===== src/sv/blpg_pkg.sv =====
`default_nettype none
// ----------------------------------------------------------------------------
// Line pixel generator package
// Field widths, request and step codes, and the command word that passes
// from the front end through the queue to the back end.
// ----------------------------------------------------------------------------
package blpg_pkg;

    localparam int X_W     = 9;
    localparam int Y_W     = 8;
    localparam int ADDR_W  = 16;
    localparam int COLOR_W = 8;
    localparam int ERR_W   = 10;
    localparam int STEP_W  = 2;

    localparam logic REQ_START   = 1'b0;
    localparam logic REQ_ADVANCE = 1'b1;

    localparam logic [STEP_W-1:0] STEP_NONE = 2'b00;
    localparam logic [STEP_W-1:0] STEP_POS  = 2'b01;
    localparam logic [STEP_W-1:0] STEP_NEG  = 2'b11;

    localparam int QDEPTH = 2;
    localparam int QPTR_W = (QDEPTH > 1) ? $clog2(QDEPTH) : 1;
    localparam int QCNT_W = $clog2(QDEPTH + 1);

    typedef enum logic [1:0] {
        CMD_START,
        CMD_RANGE,
        CMD_ADVANCE
    } cmd_kind_t;

    typedef struct packed {
        cmd_kind_t           kind;
        logic [X_W-1:0]      x;
        logic [Y_W-1:0]      y;
        logic [ADDR_W-1:0]   addr;
        logic [X_W-1:0]      d_major;
        logic [X_W-1:0]      d_minor;
        logic [STEP_W-1:0]   step_x;
        logic [STEP_W-1:0]   step_y;
        logic                x_major;
        logic [COLOR_W-1:0]  color;
    } cmd_t;

endpackage
`default_nettype wire


===== src/sv/bresenham_line_pixel_generator_core.sv =====
`default_nettype none
// ----------------------------------------------------------------------------
// Bresenham line pixel generator
// Top level: front end, command queue and back end of the line rasteriser.
// ----------------------------------------------------------------------------
// A start word checks both endpoints, sets up the line and returns its first
// pixel; each advance word returns the next pixel, with the address kept as
// row times WIDTH plus column and the final pixel flagged. Every accepted
// word gives exactly one result word, held first in the queue and then in
// the output register, and while the output is not stalled the block takes
// and returns one word per cycle without a gap. That rate is set by the back
// end, which updates the error term, the coordinates and the address of one
// pixel together for each command word; a two-word queue between front and
// back end keeps input and output stalls apart.
module bresenham_line_pixel_generator_core #(
    parameter int WIDTH  = 320,
    parameter int HEIGHT = 200
) (
    input  wire logic                          clk,
    input  wire logic                          rst_n,
    input  wire logic                          in_valid,
    output logic                               in_ready,
    input  wire logic                          req_type,
    input  wire logic [blpg_pkg::X_W-1:0]      x_start,
    input  wire logic [blpg_pkg::Y_W-1:0]      y_start,
    input  wire logic [blpg_pkg::X_W-1:0]      x_end,
    input  wire logic [blpg_pkg::Y_W-1:0]      y_end,
    input  wire logic [blpg_pkg::COLOR_W-1:0]  pen_color,
    output logic                               out_valid,
    input  wire logic                          out_ready,
    output logic                               pixel_valid,
    output logic [blpg_pkg::X_W-1:0]           pixel_x,
    output logic [blpg_pkg::Y_W-1:0]           pixel_y,
    output logic [blpg_pkg::ADDR_W-1:0]        pixel_address,
    output logic [blpg_pkg::COLOR_W-1:0]       pixel_color,
    output logic                               line_done,
    output logic                               range_error
);

    blpg_pkg::cmd_t front_cmd;
    blpg_pkg::cmd_t back_cmd;
    logic           back_valid;
    logic           back_ready;

    blpg_front #(
        .WIDTH  (WIDTH),
        .HEIGHT (HEIGHT)
    ) u_front (
        .req_type  (req_type),
        .x_start   (x_start),
        .y_start   (y_start),
        .x_end     (x_end),
        .y_end     (y_end),
        .pen_color (pen_color),
        .cmd       (front_cmd)
    );

    blpg_queue u_queue (
        .clk        (clk),
        .rst_n      (rst_n),
        .push_valid (in_valid),
        .push_ready (in_ready),
        .push_cmd   (front_cmd),
        .pop_valid  (back_valid),
        .pop_ready  (back_ready),
        .pop_cmd    (back_cmd)
    );

    blpg_back #(
        .WIDTH (WIDTH)
    ) u_back (
        .clk           (clk),
        .rst_n         (rst_n),
        .cmd_valid     (back_valid),
        .cmd_ready     (back_ready),
        .cmd           (back_cmd),
        .out_valid     (out_valid),
        .out_ready     (out_ready),
        .pixel_valid   (pixel_valid),
        .pixel_x       (pixel_x),
        .pixel_y       (pixel_y),
        .pixel_address (pixel_address),
        .pixel_color   (pixel_color),
        .line_done     (line_done),
        .range_error   (range_error)
    );

`ifndef NO_ASSERTIONS
    // The incrementally tracked address must always match row times width plus column.
    a_address: assert property (@(posedge clk) disable iff (!rst_n)
        out_valid && pixel_valid |->
            pixel_address == 16'(32'(pixel_y) * 32'(WIDTH) + 32'(pixel_x)))
        else $error("pixel address does not match its coordinates");

    a_on_screen: assert property (@(posedge clk) disable iff (!rst_n)
        out_valid && pixel_valid |->
            (32'(pixel_x) < 32'(WIDTH)) && (32'(pixel_y) < 32'(HEIGHT)))
        else $error("pixel emitted off screen");

    a_error_alone: assert property (@(posedge clk) disable iff (!rst_n)
        out_valid && range_error |-> !pixel_valid && !line_done)
        else $error("range error word carries a pixel");

    a_done_pixel: assert property (@(posedge clk) disable iff (!rst_n)
        out_valid && line_done |-> pixel_valid)
        else $error("line end flagged without a pixel");
`endif

endmodule
`default_nettype wire


===== src/sv/blpg_front.sv =====
`default_nettype none
// ----------------------------------------------------------------------------
// Line pixel generator front end
// Classifies each request word and, for a start, checks the endpoints and
// works out the deltas, step signs, major axis and start address.
// ----------------------------------------------------------------------------
module blpg_front #(
    parameter int WIDTH  = 320,
    parameter int HEIGHT = 200
) (
    input  wire logic                          req_type,
    input  wire logic [blpg_pkg::X_W-1:0]      x_start,
    input  wire logic [blpg_pkg::Y_W-1:0]      y_start,
    input  wire logic [blpg_pkg::X_W-1:0]      x_end,
    input  wire logic [blpg_pkg::Y_W-1:0]      y_end,
    input  wire logic [blpg_pkg::COLOR_W-1:0]  pen_color,
    output blpg_pkg::cmd_t                     cmd
);

    localparam logic [blpg_pkg::X_W-1:0]    W_X    = blpg_pkg::X_W'(WIDTH);
    localparam logic [blpg_pkg::Y_W-1:0]    H_Y    = blpg_pkg::Y_W'(HEIGHT);
    localparam logic [blpg_pkg::ADDR_W-1:0] W_ADDR = blpg_pkg::ADDR_W'(WIDTH);

    logic                       bad;
    logic [blpg_pkg::X_W-1:0]   abs_dx;
    logic [blpg_pkg::Y_W-1:0]   abs_dy;
    logic                       x_major;

    always_comb
    begin
        bad = (x_start >= W_X) || (x_end >= W_X) || (y_start >= H_Y) || (y_end >= H_Y);
        abs_dx = (x_end >= x_start) ? (x_end - x_start) : (x_start - x_end);
        abs_dy = (y_end >= y_start) ? (y_end - y_start) : (y_start - y_end);
        x_major = abs_dx >= blpg_pkg::X_W'(abs_dy);

        cmd.x       = x_start;
        cmd.y       = y_start;
        cmd.addr    = blpg_pkg::ADDR_W'(y_start) * W_ADDR + blpg_pkg::ADDR_W'(x_start);
        cmd.d_major = x_major ? abs_dx : blpg_pkg::X_W'(abs_dy);
        cmd.d_minor = x_major ? blpg_pkg::X_W'(abs_dy) : abs_dx;
        cmd.step_x  = (x_end > x_start) ? blpg_pkg::STEP_POS :
                      ((x_end < x_start) ? blpg_pkg::STEP_NEG : blpg_pkg::STEP_NONE);
        cmd.step_y  = (y_end > y_start) ? blpg_pkg::STEP_POS :
                      ((y_end < y_start) ? blpg_pkg::STEP_NEG : blpg_pkg::STEP_NONE);
        cmd.x_major = x_major;
        cmd.color   = pen_color;

        unique case (req_type)
            blpg_pkg::REQ_START:   cmd.kind = bad ? blpg_pkg::CMD_RANGE : blpg_pkg::CMD_START;
            blpg_pkg::REQ_ADVANCE: cmd.kind = blpg_pkg::CMD_ADVANCE;
            default:               cmd.kind = blpg_pkg::CMD_ADVANCE;
        endcase
    end

endmodule
`default_nettype wire


===== src/sv/blpg_queue.sv =====
`default_nettype none
// ----------------------------------------------------------------------------
// Line pixel generator command queue
// A short first-in first-out queue of command words that lets the front
// and back ends stall independently.
// ----------------------------------------------------------------------------
module blpg_queue (
    input  wire logic       clk,
    input  wire logic       rst_n,
    input  wire logic       push_valid,
    output logic            push_ready,
    input  blpg_pkg::cmd_t  push_cmd,
    output logic            pop_valid,
    input  wire logic       pop_ready,
    output blpg_pkg::cmd_t  pop_cmd
);

    blpg_pkg::cmd_t                 entry_reg [blpg_pkg::QDEPTH];
    logic [blpg_pkg::QPTR_W-1:0]    wr_ptr_reg, wr_ptr_next;
    logic [blpg_pkg::QPTR_W-1:0]    rd_ptr_reg, rd_ptr_next;
    logic [blpg_pkg::QCNT_W-1:0]    count_reg, count_next;
    logic                           push, pop;

    localparam logic [blpg_pkg::QPTR_W-1:0] LAST = blpg_pkg::QPTR_W'(blpg_pkg::QDEPTH - 1);
    localparam logic [blpg_pkg::QCNT_W-1:0] FULL = blpg_pkg::QCNT_W'(blpg_pkg::QDEPTH);
    localparam logic [blpg_pkg::QPTR_W-1:0] PTR_ONE = blpg_pkg::QPTR_W'(1);
    localparam logic [blpg_pkg::QCNT_W-1:0] CNT_ONE = blpg_pkg::QCNT_W'(1);

    always_comb
    begin
        push_ready  = count_reg != FULL;
        pop_valid   = count_reg != '0;
        pop_cmd     = entry_reg[rd_ptr_reg];
        push        = push_valid && push_ready;
        pop         = pop_valid && pop_ready;
        wr_ptr_next = push ? ((wr_ptr_reg == LAST) ? '0 : wr_ptr_reg + PTR_ONE)
                           : wr_ptr_reg;
        rd_ptr_next = pop ? ((rd_ptr_reg == LAST) ? '0 : rd_ptr_reg + PTR_ONE)
                          : rd_ptr_reg;
        count_next  = count_reg;
        if (push && !pop)
        begin
            count_next = count_reg + CNT_ONE;
        end
        else if (pop && !push)
        begin
            count_next = count_reg - CNT_ONE;
        end
    end

    always_ff @(posedge clk or negedge rst_n)
    begin
        if (!rst_n)
        begin
            wr_ptr_reg <= '0;
            rd_ptr_reg <= '0;
            count_reg  <= '0;
        end
        else
        begin
            wr_ptr_reg <= wr_ptr_next;
            rd_ptr_reg <= rd_ptr_next;
            count_reg  <= count_next;
        end
    end

    always_ff @(posedge clk)
    begin
        if (push)
        begin
            entry_reg[wr_ptr_reg] <= push_cmd;
        end
    end

endmodule
`default_nettype wire


===== src/sv/blpg_back.sv =====
`default_nettype none
// ----------------------------------------------------------------------------
// Line pixel generator back end
// Holds the line state, runs one command word per cycle unless stalled, and
// keeps the result word in the output register until it is taken.
// ----------------------------------------------------------------------------
module blpg_back #(
    parameter int WIDTH = 320
) (
    input  wire logic                          clk,
    input  wire logic                          rst_n,
    input  wire logic                          cmd_valid,
    output logic                               cmd_ready,
    input  blpg_pkg::cmd_t                     cmd,
    output logic                               out_valid,
    input  wire logic                          out_ready,
    output logic                               pixel_valid,
    output logic [blpg_pkg::X_W-1:0]           pixel_x,
    output logic [blpg_pkg::Y_W-1:0]           pixel_y,
    output logic [blpg_pkg::ADDR_W-1:0]        pixel_address,
    output logic [blpg_pkg::COLOR_W-1:0]       pixel_color,
    output logic                               line_done,
    output logic                               range_error
);

    localparam logic [blpg_pkg::ADDR_W-1:0] W_ADDR = blpg_pkg::ADDR_W'(WIDTH);

    logic                               active_reg, active_next;
    logic [blpg_pkg::X_W-1:0]           x_reg, x_next;
    logic [blpg_pkg::Y_W-1:0]           y_reg, y_next;
    logic [blpg_pkg::ADDR_W-1:0]        addr_reg, addr_next;
    logic [blpg_pkg::ERR_W-1:0]         err_reg, err_next;
    logic [blpg_pkg::X_W-1:0]           steps_reg, steps_next;
    logic [blpg_pkg::X_W-1:0]           d_major_reg, d_major_next;
    logic [blpg_pkg::X_W-1:0]           d_minor_reg, d_minor_next;
    logic [blpg_pkg::STEP_W-1:0]        step_x_reg, step_x_next;
    logic [blpg_pkg::STEP_W-1:0]        step_y_reg, step_y_next;
    logic                               x_major_reg, x_major_next;
    logic [blpg_pkg::COLOR_W-1:0]       color_reg, color_next;

    logic                               out_valid_reg, out_valid_next;
    logic                               pv_reg, pv_next;
    logic [blpg_pkg::X_W-1:0]           px_reg, px_next;
    logic [blpg_pkg::Y_W-1:0]           py_reg, py_next;
    logic [blpg_pkg::ADDR_W-1:0]        pa_reg, pa_next;
    logic [blpg_pkg::COLOR_W-1:0]       pc_reg, pc_next;
    logic                               done_reg, done_next;
    logic                               rerr_reg, rerr_next;

    logic                               fire;
    logic [blpg_pkg::ERR_W-1:0]         e_sum;
    logic                               carry;
    logic                               move_x, move_y;
    logic [blpg_pkg::X_W-1:0]           dx;
    logic [blpg_pkg::Y_W-1:0]           dy;
    logic [blpg_pkg::ADDR_W-1:0]        da_x, da_y;

    always_comb
    begin
        cmd_ready = !out_valid_reg || out_ready;
        fire      = cmd_valid && cmd_ready;

        e_sum  = err_reg + blpg_pkg::ERR_W'(d_minor_reg);
        carry  = e_sum >= blpg_pkg::ERR_W'(d_major_reg);
        move_x = x_major_reg || carry;
        move_y = !x_major_reg || carry;

        case (step_x_reg)
            blpg_pkg::STEP_POS:
            begin
                dx   = blpg_pkg::X_W'(1);
                da_x = blpg_pkg::ADDR_W'(1);
            end
            blpg_pkg::STEP_NEG:
            begin
                dx   = '1;
                da_x = '1;
            end
            default:
            begin
                dx   = '0;
                da_x = '0;
            end
        endcase

        case (step_y_reg)
            blpg_pkg::STEP_POS:
            begin
                dy   = blpg_pkg::Y_W'(1);
                da_y = W_ADDR;
            end
            blpg_pkg::STEP_NEG:
            begin
                dy   = '1;
                da_y = '0 - W_ADDR;
            end
            default:
            begin
                dy   = '0;
                da_y = '0;
            end
        endcase

        active_next  = active_reg;
        x_next       = x_reg;
        y_next       = y_reg;
        addr_next    = addr_reg;
        err_next     = err_reg;
        steps_next   = steps_reg;
        d_major_next = d_major_reg;
        d_minor_next = d_minor_reg;
        step_x_next  = step_x_reg;
        step_y_next  = step_y_reg;
        x_major_next = x_major_reg;
        color_next   = color_reg;

        pv_next   = 1'b0;
        px_next   = '0;
        py_next   = '0;
        pa_next   = '0;
        pc_next   = '0;
        done_next = 1'b0;
        rerr_next = 1'b0;

        if (fire)
        begin
            unique case (cmd.kind)
                blpg_pkg::CMD_START:
                begin
                    x_next       = cmd.x;
                    y_next       = cmd.y;
                    addr_next    = cmd.addr;
                    err_next     = blpg_pkg::ERR_W'(cmd.d_major >> 1);
                    steps_next   = cmd.d_major;
                    d_major_next = cmd.d_major;
                    d_minor_next = cmd.d_minor;
                    step_x_next  = cmd.step_x;
                    step_y_next  = cmd.step_y;
                    x_major_next = cmd.x_major;
                    color_next   = cmd.color;
                    active_next  = cmd.d_major != '0;
                    pv_next      = 1'b1;
                    px_next      = cmd.x;
                    py_next      = cmd.y;
                    pa_next      = cmd.addr;
                    pc_next      = cmd.color;
                    done_next    = cmd.d_major == '0;
                end
                blpg_pkg::CMD_RANGE:
                begin
                    active_next = 1'b0;
                    rerr_next   = 1'b1;
                end
                blpg_pkg::CMD_ADVANCE:
                begin
                    if (active_reg)
                    begin
                        err_next   = carry ? (e_sum - blpg_pkg::ERR_W'(d_major_reg)) : e_sum;
                        x_next     = move_x ? (x_reg + dx) : x_reg;
                        y_next     = move_y ? (y_reg + dy) : y_reg;
                        addr_next  = addr_reg + (move_x ? da_x : '0) + (move_y ? da_y : '0);
                        steps_next = steps_reg - blpg_pkg::X_W'(1);
                        active_next = steps_next != '0;
                        pv_next    = 1'b1;
                        px_next    = x_next;
                        py_next    = y_next;
                        pa_next    = addr_next;
                        pc_next    = color_reg;
                        done_next  = steps_next == '0;
                    end
                end
                default:
                begin
                end
            endcase
        end

        out_valid_next = fire ? 1'b1 : (out_valid_reg && !out_ready);
    end

    always_ff @(posedge clk or negedge rst_n)
    begin
        if (!rst_n)
        begin
            active_reg    <= 1'b0;
            out_valid_reg <= 1'b0;
        end
        else
        begin
            active_reg    <= active_next;
            out_valid_reg <= out_valid_next;
        end
    end

    always_ff @(posedge clk)
    begin
        x_reg       <= x_next;
        y_reg       <= y_next;
        addr_reg    <= addr_next;
        err_reg     <= err_next;
        steps_reg   <= steps_next;
        d_major_reg <= d_major_next;
        d_minor_reg <= d_minor_next;
        step_x_reg  <= step_x_next;
        step_y_reg  <= step_y_next;
        x_major_reg <= x_major_next;
        color_reg   <= color_next;
        if (fire)
        begin
            pv_reg   <= pv_next;
            px_reg   <= px_next;
            py_reg   <= py_next;
            pa_reg   <= pa_next;
            pc_reg   <= pc_next;
            done_reg <= done_next;
            rerr_reg <= rerr_next;
        end
    end

    assign out_valid     = out_valid_reg;
    assign pixel_valid   = pv_reg;
    assign pixel_x       = px_reg;
    assign pixel_y       = py_reg;
    assign pixel_address = pa_reg;
    assign pixel_color   = pc_reg;
    assign line_done     = done_reg;
    assign range_error   = rerr_reg;

endmodule
`default_nettype wire


===== config.mk =====
export PLATFORM = sky130hd
export DESIGN_NAME = bresenham_line_pixel_generator_core
export DESIGN_NICKNAME = d
export VERILOG_FILES = /design/src/sv/blpg_pkg.sv /design/src/sv/bresenham_line_pixel_generator_core.sv /design/src/sv/blpg_front.sv /design/src/sv/blpg_queue.sv /design/src/sv/blpg_back.sv
export SDC_FILE = /design/constraint.sdc
export NUM_CORES = 1
export LEC_CHECK = 0
export BUFFER_PORTS_ARGS = -buffer_cell sky130_fd_sc_hd__buf_2
export CAP_MARGIN = 10
export CORE_MARGIN = 3
export CORE_UTILIZATION = 25
export DETAILED_ROUTE_END_ITERATION = 10
export GPL_ROUTABILITY_DRIVEN = 0
export GPL_TIMING_DRIVEN = 0
export HOLD_SLACK_MARGIN = 0.05
export PLACE_DENSITY_LB_ADDON = 0.08
export SKIP_LAST_GASP = 1
export SYNTH_ARGS = -nofsm -noshare
export SYNTH_HDL_FRONTEND = slang
export SYNTH_SLANG_ARGS = --single-unit

===== constraint.sdc =====
create_clock -name clk -period 14.4 [get_ports clk]
set_input_delay 0.72 -clock clk [delete_from_list [all_inputs] [get_ports clk]]
set_output_delay 0.72 -clock clk [all_outputs]
set_load 0.005 [all_outputs]

==> key figures, run 1 <==
STA
  – Relative slew slack: between 10% and 20%
  – Final setup violation count: 0
  – Setup TNS: 0 ns
  – Final period util: 50.9%
  – Crit path time final: 7.33 ns
  – Final worst slack: around 7.1 ns
  – RSZ-0062 raised after global routing: false
  – Final hold vios: 0
  – Slew Limit Fails: 0
  – Max Clk Rate: 136 MHz
  – Worst-Margin Slew: 1.20 ns
  – Clock skew: 0.0114 ns

Pwr
  – Comb power frac: 49.7%
  – Register share of total power: 31.6%
  – Power Density: 232 nW/um2
  – Clk pwr share: 18.7%
  – Sw frac: 39.8%
  – Max rail drop VDD: approximately 0.09 mV
  – NetSw: 1.58 mW
  – Lkg Pwr: 6.73 nW
  – Cell Int Power: 2.39 mW

Floorplan
  – Core area: 56,900 um2
  – # IOs: 93
  – Die height: 247 um
  – Die ar.: 61,100 um2
  – Die Wd: about 250 um
  – Starting Density: 25.5%
  – Row cnt: 87

Worst setup path
  – Worst Setup End Kind: register
  – Most frequent cell on the critical path: ha_1
  – CP max stage delay: ~0.64 ns
  – Reg2reg end: u_back.pixel_address[14]$_DFFE_PP_
  – Worst-path maximum fanout: 10
  – Worst path bufs/invs: 3
  – Setup slack, reg-to-reg: 7.07 ns
  – Worst endpoint required time: 14.68 ns
  – Worst path top cell family by delay: compound AO/OA/AOI/OAI gates
  – Type of origin of the critical path: register
  – Slowest CP cell: xnor2_1
  – Crit path kind: reg -> reg
  – R2r worst-path depth: 27
  – CP arrival: 7.61 ns
  – Worst reg2reg startpoint: u_back.d_minor_reg[0]$_DFFE_PP_

Layout
  – FF+latch area: around 7600 um2
  – Layout cell share with drive strength beyond 1: 17.0%
  – Design area: 17,100 um2
  – Layout area overhead: 17.5%
  – Largest register FFs: 120
  – Final nets: around 1.5k
  – Footprint of the multi-input gates: 6460 um2
  – FILL cells: 5,819

Clock network
  – Worst-Skew Late Latency: between 0.5 and 0.6 ns
  – # clock sinks: 253
  – Reg clk slew, reported paths: ~0.06 ns
  – Root buffer cell: clkbuf_16
  – CTS tree: built
  – Hold-fix buffers, CTS: 1
  – H-tree levels: 1
  – Clock tree buffer depth: 3
  – Total setup buffers inserted after CTS: 0
  – # resized after CTS: 0
  – Num CTS Buffers: 30

Placement
  – I/O Buffers: 92
  – Detailed-placement wirelength estimate: between 30 and 40 mm
  – DP Area: 16,100 um2
  – Pre-CTS setup slack: 6.88 ns

Yosys
  – Synthesized area: 14,500 um2
  – Count of different cell masters after synthesis: 71
  – FF+latch count, synth: about 250
  – Synthesis Warnings: 0
  – Async S/R FF share, synth: 2.37%
  – Synthesized instance count: 1,229
  – Synth Flop Type: edfxtp_1
  – Register area share after synthesis: 52.1%
  – EDFF count, synth: 247
  – Mean area per synthesized cell: 11.8 um2

Min path
  – Min-delay src: pen_color[2]
  – Min-Delay Endpoint: u_queue.entry_reg[0][2]$_DFFE_PP_
  – Hold Crit Depth: 1
  – Worst Hold Class: in -> reg

Detailed routing
  – Drt first pass iters: 5
  – Vias: 9,595
  – Remaining DRCs: 0
  – Initial DRC count: 611
  – Total wire length: 40.2 mm
  – Vias per cell: 4.48
  – DR WL/cell: around 19 um
  – Routed Antenna Nets: 0

Global route
  – GRT Total Usage: 13.1%
  – First-pass GRT wire length: 60.3 mm
  – Largest net degree at the start of global routing: 39
  – Total congestion overflow: 0
  – Initial antenna violation count: 1
  – Vias in the first global route: between 9k and 10k

Run status
  – Status: finished, final reports clean

Flow run
  – Maxcap violations: 0
[how the worst max path moves through the flow]
stage / start / end / slack (ns) / cells past startpoint
global route: u_back.d_minor_reg[0]$_DFFE_PP_ / u_back.pixel_address[15]$_DFFE_PP_ / 6.43 / 27
floorplan: u_back.d_minor_reg[0]$_DFFE_PP_ / u_back.addr_reg[15]$_DFFE_PP_ / 8.71 / 30
detailed placement: u_back.d_minor_reg[0]$_DFFE_PP_ / u_back.pixel_address[14]$_DFFE_PP_ / 6.88 / 27
global placement: u_queue.rd_ptr_reg$_DFFE_PN0P_ / u_back.y_reg[7]$_DFFE_PP_ / 5.15 / 10
CTS: u_back.d_minor_reg[0]$_DFFE_PP_ / u_back.pixel_address[15]$_DFFE_PP_ / 6.86 / 27
finish: u_back.d_minor_reg[0]$_DFFE_PP_ / u_back.pixel_address[14]$_DFFE_PP_ / 7.07 / 27
[kinds of logic after synthesis]
family	count (synthesis)	share of synthesized area, %
AOI/OAI and AO/OA	285	11.9
xor gates and xnor gates	88	5.30
adders and majority gates	131	11.8
buffers and inverters	138	3.71
DFF	253	52.1
muxes	99	7.48
other	1	0.0258
and+or+nand+nor	234	7.68
[per-layer routing]
layer	track usage, %	wire [um]	part of all wire [%]
met1	17.9	19000	47
met2	22.3	19100	47
met3	1.45	1490	3.7
met4	2.76	635	1.6
met5	0	0	0
[stage by stage]
| stage | power, mW | cells | hold slack (ns) | utilization (%) |
|---|---|---|---|---|
| 2_1_floorplan | 2.62 | 1230 | 0.424 | - |
| 4_1_cts | 4.04 | 2142 | 0.309 | 30.0 |
| 5_1_grt | 4.29 | 2142 | 0.317 | 30.0 |
| 3_5_place_dp | 3.27 | 2085 | 0.486 | 28.3 |
| 6_report | 3.97 | 2143 | 0.344 | 30.0 |
| 3_3_place_gp | 3.26 | 2078 | 0.476 | 28.0 |
[power by group through the flow]
| stage | sequential (mW) | combinational [mW] | clock [mW] |
|---|---|---|---|
| floorplan | 1.27 | 1.35 | 0 |
| global placement | 1.29 | 1.97 | 0 |
| detailed placement | 1.27 | 2.00 | 0 |
| CTS | 1.26 | 2.01 | 0.769 |
| global route | 1.27 | 2.21 | 0.798 |
| finish | 1.25 | 1.97 | 0.740 |
[cells in the final DEF (no fill, tap or decap), drive strengths merged, types with 32 or more instances in the layout]
cell and count:
ha 120, mux2i 32, o21ai 75, nand2 73, inv 99, xnor2 59, nor2 76, a21oi 107
edfxtp 247, buf 113, mux2 67, clkbuf 63
[worst register-to-register path: stages, from the launching register on]
cell and delay, ns:
edfxtp_1 0.37, ha_1 0.22, inv_1 0.07, fa_1 0.41, nor2b_1 0.13, o21ai_0 0.11
nand2b_1 0.13, a21oi_1 0.09, o21bai_1 0.21, a31oi_1 0.14, xnor2_1 0.25, ha_1 0.35
and4_1 0.23, a31oi_1 0.33, nand3b_4 0.17, buf_2 0.27, o21ai_2 0.45, inv_2 0.21
xnor2_1 0.65, ha_1 0.38, ha_1 0.22, nor3_1 0.20, a21boi_0 0.50, o31ai_1 0.24
nand2b_1 0.19, a31oi_1 0.21, xor2_1 0.22, o21ai_0 0.12
[layout make-up]
| cell class | instances | area share, % |
|---|---|---|
| Clock inverter | 18 | 1.01 |
| Tap cell | 756 | 5.54 |
| Inverter | 99 | 2.18 |
| Timing Repair Buffer | 100 | 3.57 |
| Clock buffer | 38 | 4.57 |
| Buffer | 39 | 0.982 |
| Sequential cell | 253 | 44.3 |
| Antenna cell | 1 | 0.0147 |
| Multi-Input combinational cell | 839 | 37.8 |
[synth_stat cells (all sizes together), types with 5 or more instances]
master    n  area [um2]
a21o     29         218
a21oi   107         536
a22o      9        78.8
a31oi     8        50.1
and2     10        62.6
buf      14        73.8
clkbuf   25        93.8
dfrtp     6         150
edfxtp  247        7420
fa       11         220
ha      120        1500
inv      99         372
mux2     67         754
mux2i    32         333
nand2    73         274
nand2b    8        50.1
nand3     8        40.0
nor2     76         288
nor2b    16         100
nor3     15        85.1
o21a      7        52.6
o21ai    75         379
o21bai    9        67.6
o22ai     7        43.8
o31ai     5        51.3
xnor2    59         517
xor2     29         254
No activity file was read; power rests on OpenSTA's default activity.
==> run 2: changes to the inputs <==
==> constraint.sdc (replaced) <==
create_clock -name clk -period 5.9 [get_ports clk]
set_input_delay 0.295 -clock clk [delete_from_list [all_inputs] [get_ports clk]]
set_output_delay 0.295 -clock clk [all_outputs]
set_load 0.005 [all_outputs]
==> run 2 against run 1 <==
Clock power increased by 140%. Clock-buffer cell count unchanged. Non-clock buffer count increased by 44. Critical endpoint is now u_back.addr_reg[15]$_DFFE_PP_. Highest routed layer unchanged.
==> key figures, run 2 (same netlist as run 1, synthesis figures left out) <==
Worst setup path
  – CP arrival: 6.03 ns
  – Worst endpoint required time: 6.17 ns
  – Slowest CP cell: edfxtp_1
  – R2r worst-path depth: 30
  – Most frequent cell on the critical path: ha_4
  – CP max stage delay: between 0.4 and 0.5 ns
  – Crit path kind: reg -> reg
  – Worst-path maximum fanout: 4
  – Type of origin of the critical path: register
  – Worst Setup End Kind: register

Global route
  – Met1 usage: 18.0%
  – Vias in the first global route: roughly 10k
  – First-pass GRT wire length: 61.2 mm
  – Initial antenna violation count: 1
  – Total congestion overflow: 0
  – Largest net degree at the start of global routing: 39
  – GRT Total Usage: 13.2%
  – Met2 Use GR: 22.6%
  – GR peak layer: met2
  – Routing usage on met3: 1.54%

Clock network
  – Reg clk slew, reported paths: 0.06 ns
  – # clock sinks: 253
  – H-tree levels: 1
  – CTS tree: built
  – Worst-Skew Late Latency: 0.57 ns
  – Clock tree buffer depth: 3
  – Root buffer cell: clkbuf_16
  – Num CTS Buffers: 30

STA
  – Setup TNS: 0 ns
  – RSZ-0062 raised after global routing: true
  – Clock skew: 0.0119 ns
  – Final worst slack: 0.137 ns
  – Final setup violation count: 0
  – Hold WS: between 0.09 and 0.1 ns
  – Final hold vios: 0
  – Crit path time final: 5.76 ns
  – Slew Limit Fails: 0
  – Final period util: 97.7%
  – Worst-Margin Slew: about 1.2 ns
  – Relative slew slack: 19.8%
  – Max Clk Rate: 174 MHz

Placement
  – Detailed-placement wirelength estimate: 31.0 mm
  – Post-Place Cells: 2,085
  – Pre-CTS setup slack: -1.62 ns
  – I/O Buffers: 92
  – DP Area: roughly 16,000 um2

Pwr
  – Lkg Pwr: 7.04 nW
  – Power Density: around 590 nW/um2
  – Max rail drop VDD: 0.222 mV
  – Design Power: 10.7 mW

Detailed routing
  – Initial DRC count: 593
  – Drt first pass iters: 4
  – Routed Antenna Nets: 0
  – Vias: 9,785
  – Remaining DRCs: 0
  – Total wire length: 40.8 mm
  – Vias per cell: 4.48
  – DR WL/cell: approximately 19 um

Layout
  – Layout area overhead: 23.7%
  – Ant diodes: 0
  – Finished Layout Cells: 2,186
  – FILL cells: 5,759
  – Footprint of the multi-input gates: a little under 7000 um2
  – Design area: 18,000 um2
  – FF+latch area: about 7600 um2
  – Highest-count cells in the layout ignoring fill and taps: 247 x edfxtp_1, 106 x ha_1, 99 x a21oi_1, 95 x inv_1, 94 x buf_2
  – Layout cell share with drive strength beyond 1: 22.5%
  – Final nets: 1,584
  – Most common cell after layout, fill and taps aside: edfxtp_1
  – Largest register FFs: 120
  – Fin util: 31.6%

Floorplan
  – Core area: 56,900 um2
  – Starting Density: 25.5%
  – Die height: 247 um
  – Die Wd: roughly 250 um
  – # IOs: 93
  – Row cnt: 87
  – Die ar.: 61,100 um2

Flow run
  – Maxcap violations: 0

Run status
  – Status: finished, final reports clean

Min path
  – Hold Crit Depth: 1
  – Worst Hold Class: in -> reg
run 2: cell types whose count changed in the layout (fill, tap and decap cells not counted), moves of 4 or more:
cell / delta
a21oi_2: +6
ha_4: +12
o21ai_0: -12
o21ai_2: +5
xnor2_1: -4
dlygate4sd3_1: +17
buf_4: +24
ha_1: -14
a21oi_1: -8
o21ai_1: +5
run 2: critical path: cells and delay by family, from the launching register on:
kind                       cells  cell delay [ns]
xor gates and xnor gates       2             0.41
and+or+nand+nor                5             0.68
AOI/OAI and AO/OA             13             2.08
buffers and inverters          4             0.29
adders and majority gates      6             1.54
DFF                            1             0.41
run 2: timing repair:
item                       CTS  global route
setup endpoints to repair   24            19
hold endpoints to repair    39             0
hold buffers                18             0
pin swaps                   28            46
gates resized for setup     48            56
buffers inserted            18            10
run 2: area by class of cell:
type	instances	area share, %
multi-input cells	839	38.6
clock inverters	18	0.960
well taps	756	5.26
clock buffers	38	4.34
repair buffers	145	5.69
flip-flops and latches	253	42.1
plain buffers	38	1.03
inverters	99	2.08
run 2: worst paths after layout:
check                                                     end                            start  slack, ns
max                             u_back.addr_reg[15]$_DFFE_PP_  u_back.d_minor_reg[0]$_DFFE_PP_       0.14
min                        u_queue.entry_reg[1][63]$_DFFE_PP_                       x_start[8]        0.1
max reg2reg                     u_back.addr_reg[15]$_DFFE_PP_  u_back.d_minor_reg[0]$_DFFE_PP_       0.14
min reg2reg                        u_back.out_valid$_DFF_PN0_       u_back.out_valid$_DFF_PN0_       0.50
max in group asynchronous       u_back.active_reg$_DFFE_PN0P_                            rst_n       5.63
min in group asynchronous      u_queue.wr_ptr_reg$_DFFE_PN0P_                            rst_n       0.11
run 2: per-layer routing:
metal,share of wire [%],vias up
li1,-,4819
met5,0,-
met4,1.7,0
met1,47,4765
met3,3.4,47
met2,47,154
run 2: where the power goes:
group / internal, mW / switching [mW]
sequential: 2.87 / 0.198
combinational: 2.51 / 3.30
clock: 1.06 / 0.741
==> run 3: changes to the inputs <==
--- a/config.mk
+++ b/config.mk
@@ -9,11 +9,12 @@
 export CAP_MARGIN = 10
 export CORE_MARGIN = 3
 export CORE_UTILIZATION = 25
+export CTS_CLUSTER_DIAMETER = 40
 export DETAILED_ROUTE_END_ITERATION = 10
 export GPL_ROUTABILITY_DRIVEN = 0
 export GPL_TIMING_DRIVEN = 0
 export HOLD_SLACK_MARGIN = 0.05
-export PLACE_DENSITY_LB_ADDON = 0.08
+export PLACE_DENSITY_LB_ADDON = 0.12
 export SKIP_LAST_GASP = 1
 export SYNTH_ARGS = -nofsm -noshare
 export SYNTH_HDL_FRONTEND = slang
==> run 3 against run 2 <==
Total power increased by 8.8%. Die area unchanged. Non-clock buffer count up 3.
==> key figures, run 3 (same netlist as run 1, synthesis figures left out) <==
STA
  – Clock skew: 0.0140 ns
  – RSZ-0062 raised after global routing: true
  – Final period util: between 90 and 100%
  – Max Clk Rate: 174 MHz
  – Final worst slack: about 0.16 ns
  – Hold WS: 0.102 ns
  – Final setup violation count: 0
  – Final hold vios: 0
  – Worst-Margin Slew: 1.09 ns
  – Crit path time final: 5.74 ns
  – Slew Limit Fails: 0
  – Relative slew slack: 26.6%

Global route
  – Vias in the first global route: between 10k and 15k
  – Total congestion overflow: 0
  – First-pass GRT wire length: around 62 mm
  – Largest net degree at the start of global routing: 56
  – Initial antenna violation count: 0
  – GRT Total Usage: 13.5%

Worst setup path
  – Worst endpoint required time: 6.17 ns
  – CP arrival: 6.01 ns
  – Crit path kind: reg -> reg
  – Worst Setup End Kind: register
  – Worst-path maximum fanout: 5
  – Type of origin of the critical path: register
  – CP max stage delay: 0.43 ns
  – Slowest CP cell: edfxtp_1

Placement
  – I/O Buffers: 92
  – DP Area: 16,100 um2
  – Detailed-placement wirelength estimate: 30.0 mm
  – Pre-CTS setup slack: -1.45 ns

Pwr
  – Lkg Pwr: 7.39 nW
  – Power Density: 621 nW/um2
  – Max rail drop VDD: 0.254 mV
  – Design Power: 11.6 mW

Layout
  – Fin util: 32.9%
  – Final nets: 1,606
  – Layout area overhead: 28.7%
  – Highest-count cells in the layout ignoring fill and taps: 247 x edfxtp_1, 109 x ha_1, 100 x a21oi_1, 95 x buf_2, 94 x inv_1
  – Design area: about 19,000 um2
  – Layout cell share with drive strength beyond 1: between 20% and 30%
  – Ant diodes: 0
  – Most common cell after layout, fill and taps aside: edfxtp_1
  – Largest register FFs: 120
  – FILL cells: 5,727

Floorplan
  – Core area: 56,900 um2
  – Starting Density: roughly a quarter
  – Die ar.: 61,100 um2
  – # IOs: 93
  – Die height: 247 um
  – Row cnt: 87
  – Die Wd: 247 um

Detailed routing
  – Vias per cell: 4.46
  – Drt first pass iters: 5
  – Total wire length: 40.6 mm
  – Initial DRC count: 499
  – DR WL/cell: 18.3 um
  – Remaining DRCs: 0
  – Vias: 9,932
  – Routed Antenna Nets: 0

Clock network
  – Root buffer cell: clkbuf_16
  – Num CTS Buffers: 49
  – Clock tree buffer depth: 3
  – H-tree levels: 2
  – CTS tree: built
  – Reg clk slew, reported paths: 0.05 ns
  – Worst-Skew Late Latency: roughly 0.57 ns
  – # clock sinks: 253

Run status
  – Status: finished, final reports clean

Min path
  – Worst Hold Class: in -> reg

Flow run
  – Maxcap violations: 0
## run 3: cell type report
class                      instances  area, um2  share of cell area [%]
buffer                            39        189                    1.01
clock buffer                      58       1320                    7.07
clock inverter                    34        318                    1.70
inverter                          99        374                    2.00
multi-input combinational        839       6940                    37.1
sequential                       253       7570                    40.4
tap                              756        946                    5.05
timing repair buffer             147       1060                    5.65
## run 3: path summary, 6_finish.rpt
kind / startpoint / to / slack [ns] / cells after the start
worst max-delay path: u_back.d_minor_reg[0]$_DFFE_PP_ / u_back.pixel_address[15]$_DFFE_PP_ / 0.16 / 32
worst max register to register: u_back.d_minor_reg[0]$_DFFE_PP_ / u_back.pixel_address[15]$_DFFE_PP_ / 0.16 / 32
worst min-delay path: y_start[7] / u_queue.entry_reg[0][54]$_DFFE_PP_ / 0.10 / 1
max in group asynchronous: rst_n / u_back.active_reg$_DFFE_PN0P_ / 5.62 / 2
min in group asynchronous: rst_n / u_queue.rd_ptr_reg$_DFFE_PN0P_ / 0.11 / 2
worst min register to register: u_back.out_valid$_DFF_PN0_ / u_back.out_valid$_DFF_PN0_ / 0.51 / 2
## run 3: report_power, final
group	total, mW	internal (mW)	switching, mW
Sequential	3.07	2.88	0.197
Combinational	5.81	2.51	3.30
Clock	2.74	1.78	0.957
## run 3: worst max-delay path, delay by kind of cell, from the launching register on
family / cells / cell delay, ns
flip-flops: 1 / 0.43
buffers and inverters: 7 / 0.82
adder cells (fa/ha/maj): 4 / 0.91
XOR/XNOR: 3 / 0.50
AND/OR/NAND/NOR: 3 / 0.42
AO/OA/AOI/OAI: 15 / 2.36
## run 3: timing repair
action,in CTS,in global routing
pin swaps,32,40
buffers inserted,19,11
endpoints found under the hold margin,41,0
resized for setup,60,47
hold buffers,18,0
setup endpoints to repair,22,17
## run 3: through the flow
step | setup TNS [ns] | instances
floorplan | 0 | 1230
global placement | -216.45 | 2078
detailed placement | -20.06 | 2085
CTS | -0.421 | 2214
global route | -0.933 | 2225
finish | 0 | 2225
## run 3: metal layers
layer	routed length (um)	track usage, %	up-vias
li1	-	-	4898
met1	19600	18.3	4816
met2	18900	22.3	162
met3	1340	2.22	56
met4	842	3.66	0
met5	0	0	-
